===== src/rtl/kps_pkg.sv =====
// Shared types and constants for the k-permutation stepper.
// Used by kps_front, kps_queue, kps_back and the top level; depends on nothing.
`default_nettype none

package kps_pkg;

    localparam int DEF_MAX_ELEMS   = 16;
    localparam int DEF_VALUE_WIDTH = 16;
    localparam int QUEUE_DEPTH     = 2;

    localparam int CFG_W       = 5;
    localparam int CFG_INDEX_W = 1;
    localparam int INDEX_W     = 4;
    localparam int OP_W        = 2;

    localparam logic [CFG_INDEX_W-1:0] REG_ELEM_COUNT  = CFG_INDEX_W'(0);
    localparam logic [CFG_INDEX_W-1:0] REG_PERM_LENGTH = CFG_INDEX_W'(1);

    localparam logic [CFG_W-1:0] ELEM_COUNT_RESET  = CFG_W'(16);
    localparam logic [CFG_W-1:0] PERM_LENGTH_RESET = CFG_W'(0);

    typedef enum logic [OP_W-1:0] {
        OP_LOAD     = 2'd0,
        OP_ADVANCE  = 2'd1,
        OP_OVERFLOW = 2'd2
    } kps_op_t;

    typedef struct packed {
        logic [CFG_W-1:0] n;
        logic [CFG_W-1:0] k;
        logic             clear;
    } kps_cfg_t;

endpackage

`default_nettype wire


===== src/rtl/k_permutation_stepper_unit.sv =====
// Top level of the k-permutation stepper: front, command queue and back part.
// Depends on kps_pkg, kps_front, kps_queue and kps_back.
`default_nettype none

// A command is taken when start is high and busy is low; busy rises only when the
// two-entry command queue is full, so the front keeps taking commands while the back
// part works. Results leave one per cycle on result_valid and cannot be held off.
// A load is written into the element memory as it leaves the queue. An advance leaves
// the queue, seeds the countdowns on a fresh start, then walks positions from k-1
// downward, rotating the tail at each position i whose countdown runs out, and closes
// with a swap at the first position whose countdown stays above zero, if any; it then
// streams the k results out of the single-read-port element memory. A k beyond n gives
// its single result in the cycle after it leaves the queue. Configuration writes are
// taken in every cycle.
module k_permutation_stepper_unit #(
    parameter int MAX_ELEMS   = kps_pkg::DEF_MAX_ELEMS,
    parameter int VALUE_WIDTH = kps_pkg::DEF_VALUE_WIDTH
) (
    input  wire logic                            clk,
    input  wire logic                            rst_n,
    input  wire logic                            start,
    output logic                                 busy,
    input  wire logic                            func,
    input  wire logic [kps_pkg::INDEX_W-1:0]     index,
    input  wire logic [VALUE_WIDTH-1:0]          value,
    input  wire logic                            cfg_valid,
    output logic                                 cfg_ready,
    input  wire logic [kps_pkg::CFG_INDEX_W-1:0] cfg_index,
    input  wire logic [kps_pkg::CFG_W-1:0]       cfg_data,
    output logic                                 result_valid,
    output logic [kps_pkg::INDEX_W-1:0]          position,
    output logic [VALUE_WIDTH-1:0]               elem_value,
    output logic                                 more,
    output logic                                 last
);

    localparam int QW = kps_pkg::OP_W + kps_pkg::INDEX_W + VALUE_WIDTH;

    logic              push;
    logic [QW-1:0]     push_data;
    logic              pop;
    logic [QW-1:0]     pop_data;
    logic              q_full;
    logic              q_empty;
    kps_pkg::kps_cfg_t cfg;

    assign busy = q_full;

    kps_front #(
        .MAX_ELEMS   (MAX_ELEMS),
        .VALUE_WIDTH (VALUE_WIDTH)
    ) u_front (
        .clk       (clk),
        .rst_n     (rst_n),
        .start     (start),
        .func      (func),
        .index     (index),
        .value     (value),
        .q_full    (q_full),
        .push      (push),
        .push_data (push_data),
        .cfg_valid (cfg_valid),
        .cfg_ready (cfg_ready),
        .cfg_index (cfg_index),
        .cfg_data  (cfg_data),
        .cfg       (cfg)
    );

    kps_queue #(
        .DATA_W (QW),
        .DEPTH  (kps_pkg::QUEUE_DEPTH)
    ) u_queue (
        .clk       (clk),
        .rst_n     (rst_n),
        .push      (push),
        .push_data (push_data),
        .pop       (pop),
        .pop_data  (pop_data),
        .full      (q_full),
        .empty     (q_empty)
    );

    kps_back #(
        .MAX_ELEMS   (MAX_ELEMS),
        .VALUE_WIDTH (VALUE_WIDTH)
    ) u_back (
        .clk          (clk),
        .rst_n        (rst_n),
        .cfg          (cfg),
        .q_empty      (q_empty),
        .q_data       (pop_data),
        .pop          (pop),
        .result_valid (result_valid),
        .position     (position),
        .elem_value   (elem_value),
        .more         (more),
        .last         (last)
    );

endmodule

`default_nettype wire


===== src/rtl/kps_queue.sv =====
// Short first-in first-out queue between the front and back parts.
// Depends on kps_pkg for the default depth.
`default_nettype none

module kps_queue #(
    parameter int DATA_W = 22,
    parameter int DEPTH  = kps_pkg::QUEUE_DEPTH
) (
    input  wire logic              clk,
    input  wire logic              rst_n,
    input  wire logic              push,
    input  wire logic [DATA_W-1:0] push_data,
    input  wire logic              pop,
    output logic      [DATA_W-1:0] pop_data,
    output logic                   full,
    output logic                   empty
);

    localparam int PW = (DEPTH > 1) ? $clog2(DEPTH) : 1;
    localparam int NW = $clog2(DEPTH + 1);

    logic [DATA_W-1:0] entry_reg [DEPTH];
    logic [PW-1:0]     wr_ptr_reg;
    logic [PW-1:0]     rd_ptr_reg;
    logic [NW-1:0]     count_reg;
    logic              do_push;
    logic              do_pop;

    assign full     = (count_reg == NW'(DEPTH));
    assign empty    = (count_reg == '0);
    assign do_push  = push && !full;
    assign do_pop   = pop && !empty;
    assign pop_data = entry_reg[rd_ptr_reg];

    always_ff @(posedge clk)
    begin
        if (do_push)
        begin
            entry_reg[wr_ptr_reg] <= push_data;
        end
    end

    always_ff @(posedge clk or negedge rst_n)
    begin
        if (!rst_n)
        begin
            wr_ptr_reg <= '0;
            rd_ptr_reg <= '0;
            count_reg  <= '0;
        end
        else
        begin
            if (do_push)
            begin
                wr_ptr_reg <= (wr_ptr_reg == PW'(DEPTH - 1)) ? '0 : wr_ptr_reg + PW'(1);
            end
            if (do_pop)
            begin
                rd_ptr_reg <= (rd_ptr_reg == PW'(DEPTH - 1)) ? '0 : rd_ptr_reg + PW'(1);
            end
            if (do_push && !do_pop)
            begin
                count_reg <= count_reg + NW'(1);
            end
            else if (do_pop && !do_push)
            begin
                count_reg <= count_reg - NW'(1);
            end
        end
    end

endmodule

`default_nettype wire


===== src/rtl/kps_front.sv =====
// Front part: holds the configuration registers, takes commands and classifies them.
// Depends on kps_pkg for codes, widths and the configuration struct.
`default_nettype none

module kps_front #(
    parameter int MAX_ELEMS   = kps_pkg::DEF_MAX_ELEMS,
    parameter int VALUE_WIDTH = kps_pkg::DEF_VALUE_WIDTH
) (
    input  wire logic                                  clk,
    input  wire logic                                  rst_n,
    input  wire logic                                  start,
    input  wire logic                                  func,
    input  wire logic [kps_pkg::INDEX_W-1:0]           index,
    input  wire logic [VALUE_WIDTH-1:0]                value,
    input  wire logic                                  q_full,
    output logic                                       push,
    output logic [kps_pkg::OP_W+kps_pkg::INDEX_W+VALUE_WIDTH-1:0] push_data,
    input  wire logic                                  cfg_valid,
    output logic                                       cfg_ready,
    input  wire logic [kps_pkg::CFG_INDEX_W-1:0]       cfg_index,
    input  wire logic [kps_pkg::CFG_W-1:0]             cfg_data,
    output kps_pkg::kps_cfg_t                          cfg
);

    localparam int MW = $clog2(MAX_ELEMS + 1);
    localparam int LW = ((MW > kps_pkg::CFG_W) ? MW : kps_pkg::CFG_W) + 1;

    logic [kps_pkg::CFG_W-1:0] elem_count_reg;
    logic [kps_pkg::CFG_W-1:0] perm_length_reg;
    logic [kps_pkg::CFG_W-1:0] n_eff;
    logic [kps_pkg::CFG_W-1:0] k_eff;
    logic                      cfg_write;
    kps_pkg::kps_op_t          op;

    assign cfg_ready = 1'b1;
    assign cfg_write = cfg_valid && cfg_ready;

    always_comb
    begin
        if (elem_count_reg == '0)
        begin
            n_eff = kps_pkg::CFG_W'(1);
        end
        else if (LW'(elem_count_reg) > LW'(MAX_ELEMS))
        begin
            n_eff = kps_pkg::CFG_W'(MAX_ELEMS);
        end
        else
        begin
            n_eff = elem_count_reg;
        end
        k_eff = (perm_length_reg == '0) ? n_eff : perm_length_reg;
    end

    always_comb
    begin
        if (!func)
        begin
            op = kps_pkg::OP_LOAD;
        end
        else if (k_eff > n_eff)
        begin
            op = kps_pkg::OP_OVERFLOW;
        end
        else
        begin
            op = kps_pkg::OP_ADVANCE;
        end
    end

    assign push      = start && !q_full;
    assign push_data = {op, index, value};

    assign cfg.n     = n_eff;
    assign cfg.k     = k_eff;
    assign cfg.clear = cfg_write;

    always_ff @(posedge clk or negedge rst_n)
    begin
        if (!rst_n)
        begin
            elem_count_reg  <= kps_pkg::ELEM_COUNT_RESET;
            perm_length_reg <= kps_pkg::PERM_LENGTH_RESET;
        end
        else if (cfg_write)
        begin
            unique case (cfg_index)
                kps_pkg::REG_ELEM_COUNT:  elem_count_reg  <= cfg_data;
                kps_pkg::REG_PERM_LENGTH: perm_length_reg <= cfg_data;
                default:                  ;
            endcase
        end
    end

endmodule

`default_nettype wire


===== src/rtl/kps_back.sv =====
// Back part: element and countdown memories and the sequencer that carries out commands.
// Depends on kps_pkg for codes, widths and the configuration struct.
`default_nettype none

module kps_back #(
    parameter int MAX_ELEMS   = kps_pkg::DEF_MAX_ELEMS,
    parameter int VALUE_WIDTH = kps_pkg::DEF_VALUE_WIDTH
) (
    input  wire logic                                  clk,
    input  wire logic                                  rst_n,
    input  wire kps_pkg::kps_cfg_t                     cfg,
    input  wire logic                                  q_empty,
    input  wire logic [kps_pkg::OP_W+kps_pkg::INDEX_W+VALUE_WIDTH-1:0] q_data,
    output logic                                       pop,
    output logic                                       result_valid,
    output logic [kps_pkg::INDEX_W-1:0]                position,
    output logic [VALUE_WIDTH-1:0]                     elem_value,
    output logic                                       more,
    output logic                                       last
);

    localparam int AW = (MAX_ELEMS > 1) ? $clog2(MAX_ELEMS) : 1;
    localparam int MW = $clog2(MAX_ELEMS + 1);
    localparam int LW = ((MW > kps_pkg::CFG_W) ? MW : kps_pkg::CFG_W) + 1;
    localparam int CW = kps_pkg::CFG_W;

    typedef enum logic [3:0] {
        S_IDLE, S_INIT, S_WALK_RD, S_WALK_EV, S_ROT_FIRST, S_ROT_MOVE, S_ROT_LAST,
        S_WALK_NEXT, S_SWAP_A, S_SWAP_B, S_SWAP_C, S_EMIT_RD, S_EMIT
    } state_t;

    state_t                    state_reg, state_next;
    logic [AW-1:0]             i_reg, i_next;
    logic [AW-1:0]             p_reg, p_next;
    logic [AW-1:0]             j_reg, j_next;
    logic [VALUE_WIDTH-1:0]    hold_reg, hold_next;
    logic                      walk_more_reg, walk_more_next;
    logic                      started_reg, started_next;
    logic                      result_valid_reg, result_valid_next;
    logic [kps_pkg::INDEX_W-1:0] position_reg, position_next;
    logic [VALUE_WIDTH-1:0]    elem_value_reg, elem_value_next;
    logic                      more_reg, more_next;
    logic                      last_reg, last_next;

    logic [VALUE_WIDTH-1:0]    mem [MAX_ELEMS];
    logic [VALUE_WIDTH-1:0]    mem_rdata;
    logic                      mem_we;
    logic [AW-1:0]             mem_waddr;
    logic [VALUE_WIDTH-1:0]    mem_wdata;
    logic [AW-1:0]             mem_raddr;

    logic [CW-1:0]             cnt [MAX_ELEMS];
    logic [CW-1:0]             cnt_rdata;
    logic                      cnt_we;
    logic [AW-1:0]             cnt_addr;
    logic [CW-1:0]             cnt_wdata;

    kps_pkg::kps_op_t          q_op;
    logic [kps_pkg::INDEX_W-1:0] q_index;
    logic [VALUE_WIDTH-1:0]    q_value;
    logic [CW-1:0]             c_dec;
    logic [CW-1:0]             n_minus_i;

    assign q_op    = kps_pkg::kps_op_t'(q_data[kps_pkg::OP_W+kps_pkg::INDEX_W+VALUE_WIDTH-1
                                               -: kps_pkg::OP_W]);
    assign q_index = q_data[kps_pkg::INDEX_W+VALUE_WIDTH-1 -: kps_pkg::INDEX_W];
    assign q_value = q_data[VALUE_WIDTH-1:0];

    assign c_dec     = cnt_rdata - CW'(1);
    assign n_minus_i = CW'(LW'(cfg.n) - LW'(i_reg));

    always_ff @(posedge clk)
    begin
        if (mem_we)
        begin
            mem[mem_waddr] <= mem_wdata;
        end
        mem_rdata <= mem[mem_raddr];
    end

    always_ff @(posedge clk)
    begin
        if (cnt_we)
        begin
            cnt[cnt_addr] <= cnt_wdata;
        end
        cnt_rdata <= cnt[cnt_addr];
    end

    always_comb
    begin
        state_next        = state_reg;
        i_next            = i_reg;
        p_next            = p_reg;
        j_next            = j_reg;
        hold_next         = hold_reg;
        walk_more_next    = walk_more_reg;
        started_next      = started_reg;
        result_valid_next = 1'b0;
        position_next     = position_reg;
        elem_value_next   = elem_value_reg;
        more_next         = more_reg;
        last_next         = last_reg;
        pop               = 1'b0;
        mem_we            = 1'b0;
        mem_waddr         = i_reg;
        mem_wdata         = mem_rdata;
        mem_raddr         = i_reg;
        cnt_we            = 1'b0;
        cnt_addr          = i_reg;
        cnt_wdata         = n_minus_i;

        unique case (state_reg)
            S_IDLE:
            begin
                if (!q_empty)
                begin
                    pop = 1'b1;
                    case (q_op)
                        kps_pkg::OP_LOAD:
                        begin
                            if (LW'(q_index) < LW'(MAX_ELEMS))
                            begin
                                mem_we    = 1'b1;
                                mem_waddr = AW'(q_index);
                                mem_wdata = q_value;
                            end
                            started_next = 1'b0;
                        end
                        kps_pkg::OP_OVERFLOW:
                        begin
                            result_valid_next = 1'b1;
                            position_next     = '0;
                            elem_value_next   = '0;
                            more_next         = 1'b0;
                            last_next         = 1'b1;
                        end
                        kps_pkg::OP_ADVANCE:
                        begin
                            walk_more_next = 1'b0;
                            if (started_reg)
                            begin
                                i_next     = AW'(cfg.k - CW'(1));
                                state_next = S_WALK_RD;
                            end
                            else
                            begin
                                i_next     = '0;
                                state_next = S_INIT;
                            end
                        end
                        default: ;
                    endcase
                end
            end
            S_INIT:
            begin
                cnt_we = 1'b1;
                if (LW'(i_reg) + LW'(1) == LW'(cfg.k))
                begin
                    started_next = 1'b1;
                    i_next       = AW'(cfg.k - CW'(1));
                    state_next   = S_WALK_RD;
                end
                else
                begin
                    i_next = i_reg + AW'(1);
                end
            end
            S_WALK_RD:
            begin
                state_next = S_WALK_EV;
            end
            S_WALK_EV:
            begin
                cnt_we = 1'b1;
                if (c_dec == '0)
                begin
                    state_next = S_ROT_FIRST;
                end
                else
                begin
                    cnt_wdata      = c_dec;
                    walk_more_next = 1'b1;
                    j_next         = (c_dec > cfg.n) ? AW'(MAX_ELEMS - 1)
                                                     : AW'(cfg.n - c_dec);
                    state_next     = S_SWAP_A;
                end
            end
            S_ROT_FIRST:
            begin
                hold_next = mem_rdata;
                if (LW'(i_reg) + LW'(1) < LW'(cfg.n))
                begin
                    mem_raddr  = i_reg + AW'(1);
                    p_next     = i_reg;
                    state_next = S_ROT_MOVE;
                end
                else
                begin
                    state_next = S_WALK_NEXT;
                end
            end
            S_ROT_MOVE:
            begin
                mem_we    = 1'b1;
                mem_waddr = p_reg;
                mem_wdata = mem_rdata;
                if (LW'(p_reg) + LW'(2) < LW'(cfg.n))
                begin
                    mem_raddr = AW'(LW'(p_reg) + LW'(2));
                    p_next    = p_reg + AW'(1);
                end
                else
                begin
                    state_next = S_ROT_LAST;
                end
            end
            S_ROT_LAST:
            begin
                mem_we     = 1'b1;
                mem_waddr  = AW'(cfg.n - CW'(1));
                mem_wdata  = hold_reg;
                state_next = S_WALK_NEXT;
            end
            S_WALK_NEXT:
            begin
                if (i_reg == '0)
                begin
                    walk_more_next = 1'b0;
                    started_next   = 1'b0;
                    state_next     = S_EMIT_RD;
                end
                else
                begin
                    i_next     = i_reg - AW'(1);
                    state_next = S_WALK_RD;
                end
            end
            S_SWAP_A:
            begin
                hold_next  = mem_rdata;
                mem_raddr  = j_reg;
                state_next = S_SWAP_B;
            end
            S_SWAP_B:
            begin
                mem_we     = 1'b1;
                mem_waddr  = i_reg;
                mem_wdata  = mem_rdata;
                state_next = S_SWAP_C;
            end
            S_SWAP_C:
            begin
                mem_we     = 1'b1;
                mem_waddr  = j_reg;
                mem_wdata  = hold_reg;
                state_next = S_EMIT_RD;
            end
            S_EMIT_RD:
            begin
                mem_raddr  = '0;
                p_next     = '0;
                state_next = S_EMIT;
            end
            S_EMIT:
            begin
                result_valid_next = 1'b1;
                position_next     = kps_pkg::INDEX_W'(p_reg);
                elem_value_next   = mem_rdata;
                more_next         = walk_more_reg;
                last_next         = (LW'(p_reg) + LW'(1) == LW'(cfg.k));
                if (LW'(p_reg) + LW'(1) == LW'(cfg.k))
                begin
                    state_next = S_IDLE;
                end
                else
                begin
                    mem_raddr = p_reg + AW'(1);
                    p_next    = p_reg + AW'(1);
                end
            end
            default:
            begin
                state_next = S_IDLE;
            end
        endcase

        if (cfg.clear)
        begin
            started_next = 1'b0;
        end
    end

    always_ff @(posedge clk or negedge rst_n)
    begin
        if (!rst_n)
        begin
            state_reg        <= S_IDLE;
            i_reg            <= '0;
            p_reg            <= '0;
            j_reg            <= '0;
            hold_reg         <= '0;
            walk_more_reg    <= 1'b0;
            started_reg      <= 1'b0;
            result_valid_reg <= 1'b0;
            position_reg     <= '0;
            elem_value_reg   <= '0;
            more_reg         <= 1'b0;
            last_reg         <= 1'b0;
        end
        else
        begin
            state_reg        <= state_next;
            i_reg            <= i_next;
            p_reg            <= p_next;
            j_reg            <= j_next;
            hold_reg         <= hold_next;
            walk_more_reg    <= walk_more_next;
            started_reg      <= started_next;
            result_valid_reg <= result_valid_next;
            position_reg     <= position_next;
            elem_value_reg   <= elem_value_next;
            more_reg         <= more_next;
            last_reg         <= last_next;
        end
    end

    assign result_valid = result_valid_reg;
    assign position     = position_reg;
    assign elem_value   = elem_value_reg;
    assign more         = more_reg;
    assign last         = last_reg;

endmodule

`default_nettype wire

===== config.mk =====
export PLATFORM = sky130hd
export DESIGN_NAME = k_permutation_stepper_unit
export DESIGN_NICKNAME = d
export VERILOG_FILES = /design/src/rtl/kps_pkg.sv /design/src/rtl/k_permutation_stepper_unit.sv /design/src/rtl/kps_queue.sv /design/src/rtl/kps_front.sv /design/src/rtl/kps_back.sv
export SDC_FILE = /design/constraint.sdc
export NUM_CORES = 1
export LEC_CHECK = 0
export BUFFER_PORTS_ARGS = -buffer_cell sky130_fd_sc_hd__buf_2
export CAP_MARGIN = 25
export CORE_AREA = 3 3 176 350
export DETAILED_ROUTE_END_ITERATION = 10
export DIE_AREA = 0 0 179 353
export PLACE_DENSITY = 0.52
export SLEW_MARGIN = 20
export SYNTH_ARGS = -nofsm -noshare
export SYNTH_HDL_FRONTEND = slang
export SYNTH_SLANG_ARGS = --single-unit

===== constraint.sdc =====
create_clock -name clk -period 5.1 [get_ports clk]
set_input_delay 0.255 -clock clk [delete_from_list [all_inputs] [get_ports clk]]
set_output_delay 0.255 -clock clk [all_outputs]
set_load 0.005 [all_outputs]

==> impl_metrics.py <==
metrics = {
    "global_routing": {
        "antenna_found_initial": 0,
        "grt_util_all_layers_pct": 18.3,
        "grt_pass1_vias": 13400,
        "grt_max_degree": 52,
        "gr-total-overflow": 0,
        "grt_pass1_wl_mm": 86.2,
    },
    "synth": {
        "syn_inst": 1436,
        "yosysMostFrequentCell": "edfxtp_1",
        "ys_seq_area_share_pct": 66.1,
        "synthArstFlopShare_pct": 15.0,
        "synthFlopType": "edfxtp_1",
        "syn_avg_cell_area_um2": 14.3,
        "synth_nets": 1501,
        "synth_edf_count": 380,
        "ys_types": 78,
        "yosysWarnings": 0,
        "yosysTopAreaCell": "edfxtp_1",
        "synth_top_cells_by_area": "edfxtp_1, dfrtp_1, mux4_2",
        "ys_ff_latch": 472,
        "synthTopCellsByCount": "edfxtp_1, nor2_1, dfrtp_1",
        "netlist_area_um2": 20600,
        "yosysTopAreaCellShare_pct": 55.4,
    },
    "timing": {
        "final_hold_viol_count": 0,
        "finalMaxSlewViolations": 0,
        "maxSlewHeadroom_pct": 29.5,
        "layout_min_cycle_time_ns": 4.70,
        "final.setup.tns_ns": 0,
        "setup_viol_count_final": 0,
        "fin_crit_sh_pct": 92.1,
        "holdWs_ns": 0.0263,
        "grt_setup_unrepaired": "no",
        "finClkSkew_ns": 0.0364,
        "fmax_mhz": 213,
        "tightest_slew_ns": 1.05,
    },
    "worst_setup_path": {
        "cp-end-kind": "flop",
        "r2r_end": "u_back.mem_rdata[10]",
        "worstSetupPathType": "reg -> reg",
        "r2r_cells": 13,
        "r2r-start": "u_front.elem_count_reg[3]",
        "worst_setup_path_start_kind": "flop",
        "worstSetupEndpoint": "u_back.mem_rdata[10]",
        "cp_max_fo": 11,
        "startpoint": "u_front.elem_count_reg[3]",
        "cp.arrival_ns": 5.16,
        "r2r_slack_ns": 0.40,
        "worstPathRequired_ns": 5.56,
    },
    "detailed_routing": {
        "drc": 0,
        "route.vias.total": 12800,
        "firstDrtPassIters": 6,
        "viasPerCell": 5.48,
        "dr.first_iter.drc_count": 870,
        "avgRoutedWirePerCell_um": 24.8,
        "drtAntennaViolNets": 0,
        "routed_wl_mm": 58.0,
    },
    "clock_tree": {
        "cts.sinks": 472,
        "cts-buffers-inserted": 41,
        "path_clk_slew_ns": 0.07,
        "root_buffer": "clkbuf_16",
        "cts_buffer_depth": 3,
        "cts.htree.levels": 2,
        "clkLatencyLatePin_ns": 0.59,
        "cts_tree": "yes",
    },
    "worst_hold_path": {
        "hold_class": "in -> reg",
        "min_from": "start",
    },
    "placement": {
        "hpwlAfterDp_mm": 42.5,
        "routabilityCongestion": 0.886,
        "port_buffers": 54,
    },
    "layout": {
        "largest_reg_flops": 256,
        "layout.nets": 1605,
        "diodes": 0,
        "drive_above_1_share_pct": 18.3,
        "syn2layout_area_growth_pct": 14.9,
    },
    "pwr": {
        "ir_worst_vdd_v": 0.000264,
        "power_switching_share_pct": 39.9,
        "p_switching_mw": 6.64,
        "intPower_mw": 9.98,
        "pwr-share-comb_pct": 44.2,
        "p_seq_share_pct": 37.2,
        "p_clk_share_pct": 18.5,
        "leakage_nw": 8.33,
        "power_mw": 16.6,
        "power.density_nw_per_um2": 702,
    },
    "die": {
        "die_area_um2": 63200,
        "core-area_um2": 59100,
        "die_w_um": 179,
        "die_h_um": 353,
        "rows": 126,
        "num_io_pins": 56,
        "start_util_pct": 34.8,
    },
    "outcome": {
        "outcome": "complete, no violations",
    },
    "job": {
        "drv_cap": 0,
    },
}
-- kinds of logic (layout without fill, tap and decap cells) --
logic type	after synthesis	in the layout	share of synthesized area, %
xor+xnor	29	29	1.27
buf+inv	144	281	2.89
fa+ha+maj	35	35	2.19
other cells	1	1	0.0182
flops	472	472	66.1
mux	88	88	6.93
compound gates	339	339	12.4
simple gates	328	328	8.28
-- per-layer routing --
layer | up-vias | wire length [um] | track usage [%]
met5 | - | 0 | 0
met4 | 0 | 2630 | 8.07
met3 | 111 | 1850 | 2.12
met2 | 327 | 34000 | 36.8
met1 | 6561 | 19600 | 18.1
li1 | 5829 | - | -
-- metrics by stage --
stage	util, %	setup slack (ns)	cells	area, um2
after detailed placement	37.2	0.346	2229	22000
after CTS	39.9	0.342	2332	23600
after global placement	37.1	0.477	2228	21900
after floorplan	-	0.598	1436	20600
final	40.0	0.400	2341	23700
after global routing	40.0	0.155	2341	23700
-- power groups by stage --
stage | combinational, mW | sequential, mW | clock [mW]
2_1_floorplan | 4.81 | 5.95 | 0
3_3_place_gp | 7.11 | 6.26 | 0
3_5_place_dp | 7.23 | 6.28 | 0
4_1_cts | 7.27 | 6.19 | 3.16
5_1_grt | 8.00 | 6.25 | 3.28
6_report | 7.35 | 6.19 | 3.08
-- critical path, stage by stage (launching register included) --
cell and delay, ns:
dfrtp_1 0.46, or3_1 0.43, a21oi_1 0.39, ha_1 0.23, nand3b_1 0.12, nand2_1 0.08
maj3_1 0.45, o21a_1 0.29, o31ai_1 0.58, and3_4 0.45, buf_12 0.18, mux4_2 0.49
a32oi_1 0.29, o41ai_1 0.13
-- cell type report --
cell class | count | area, um2
clock buffer | 55 | 1120
clock inverter | 21 | 193
fill | 5447 | 35500
inverter | 55 | 206
multi-input combinational | 820 | 6460
sequential | 472 | 13600
tap | 768 | 961
timing repair buffer | 150 | 1110
-- worst min-delay path by stage --
stage	end	cells after the start
after CTS	u_queue.wr_ptr_reg	3
after global routing	u_queue.wr_ptr_reg	3
after global placement	u_front.perm_length_reg[3]	1
final	u_queue.wr_ptr_reg	3
after floorplan	u_back.cnt_addr[0]	0
after detailed placement	u_front.perm_length_reg[4]	1
-- what timing repair did --
action	CTS	global route
endpoints found under the hold margin	71	0
endpoints found under the setup margin	0	3
hold buffers	27	0
buffers inserted	0	9
gates resized for setup	0	1
-- cells in the final DEF, fill, tap and decap left out, drive strengths merged, types with 40 or more instances in the layout --
| master | count |
|---|---|
| inv | 58 |
| dfrtp | 70 |
| edfxtp | 380 |
| clkbuf | 55 |
| mux4 | 41 |
| nand2 | 52 |
| buf | 123 |
| nand3 | 42 |
| and3 | 40 |
| o21ai | 66 |
| nor2 | 80 |
Power figures use the tool's default switching activity.
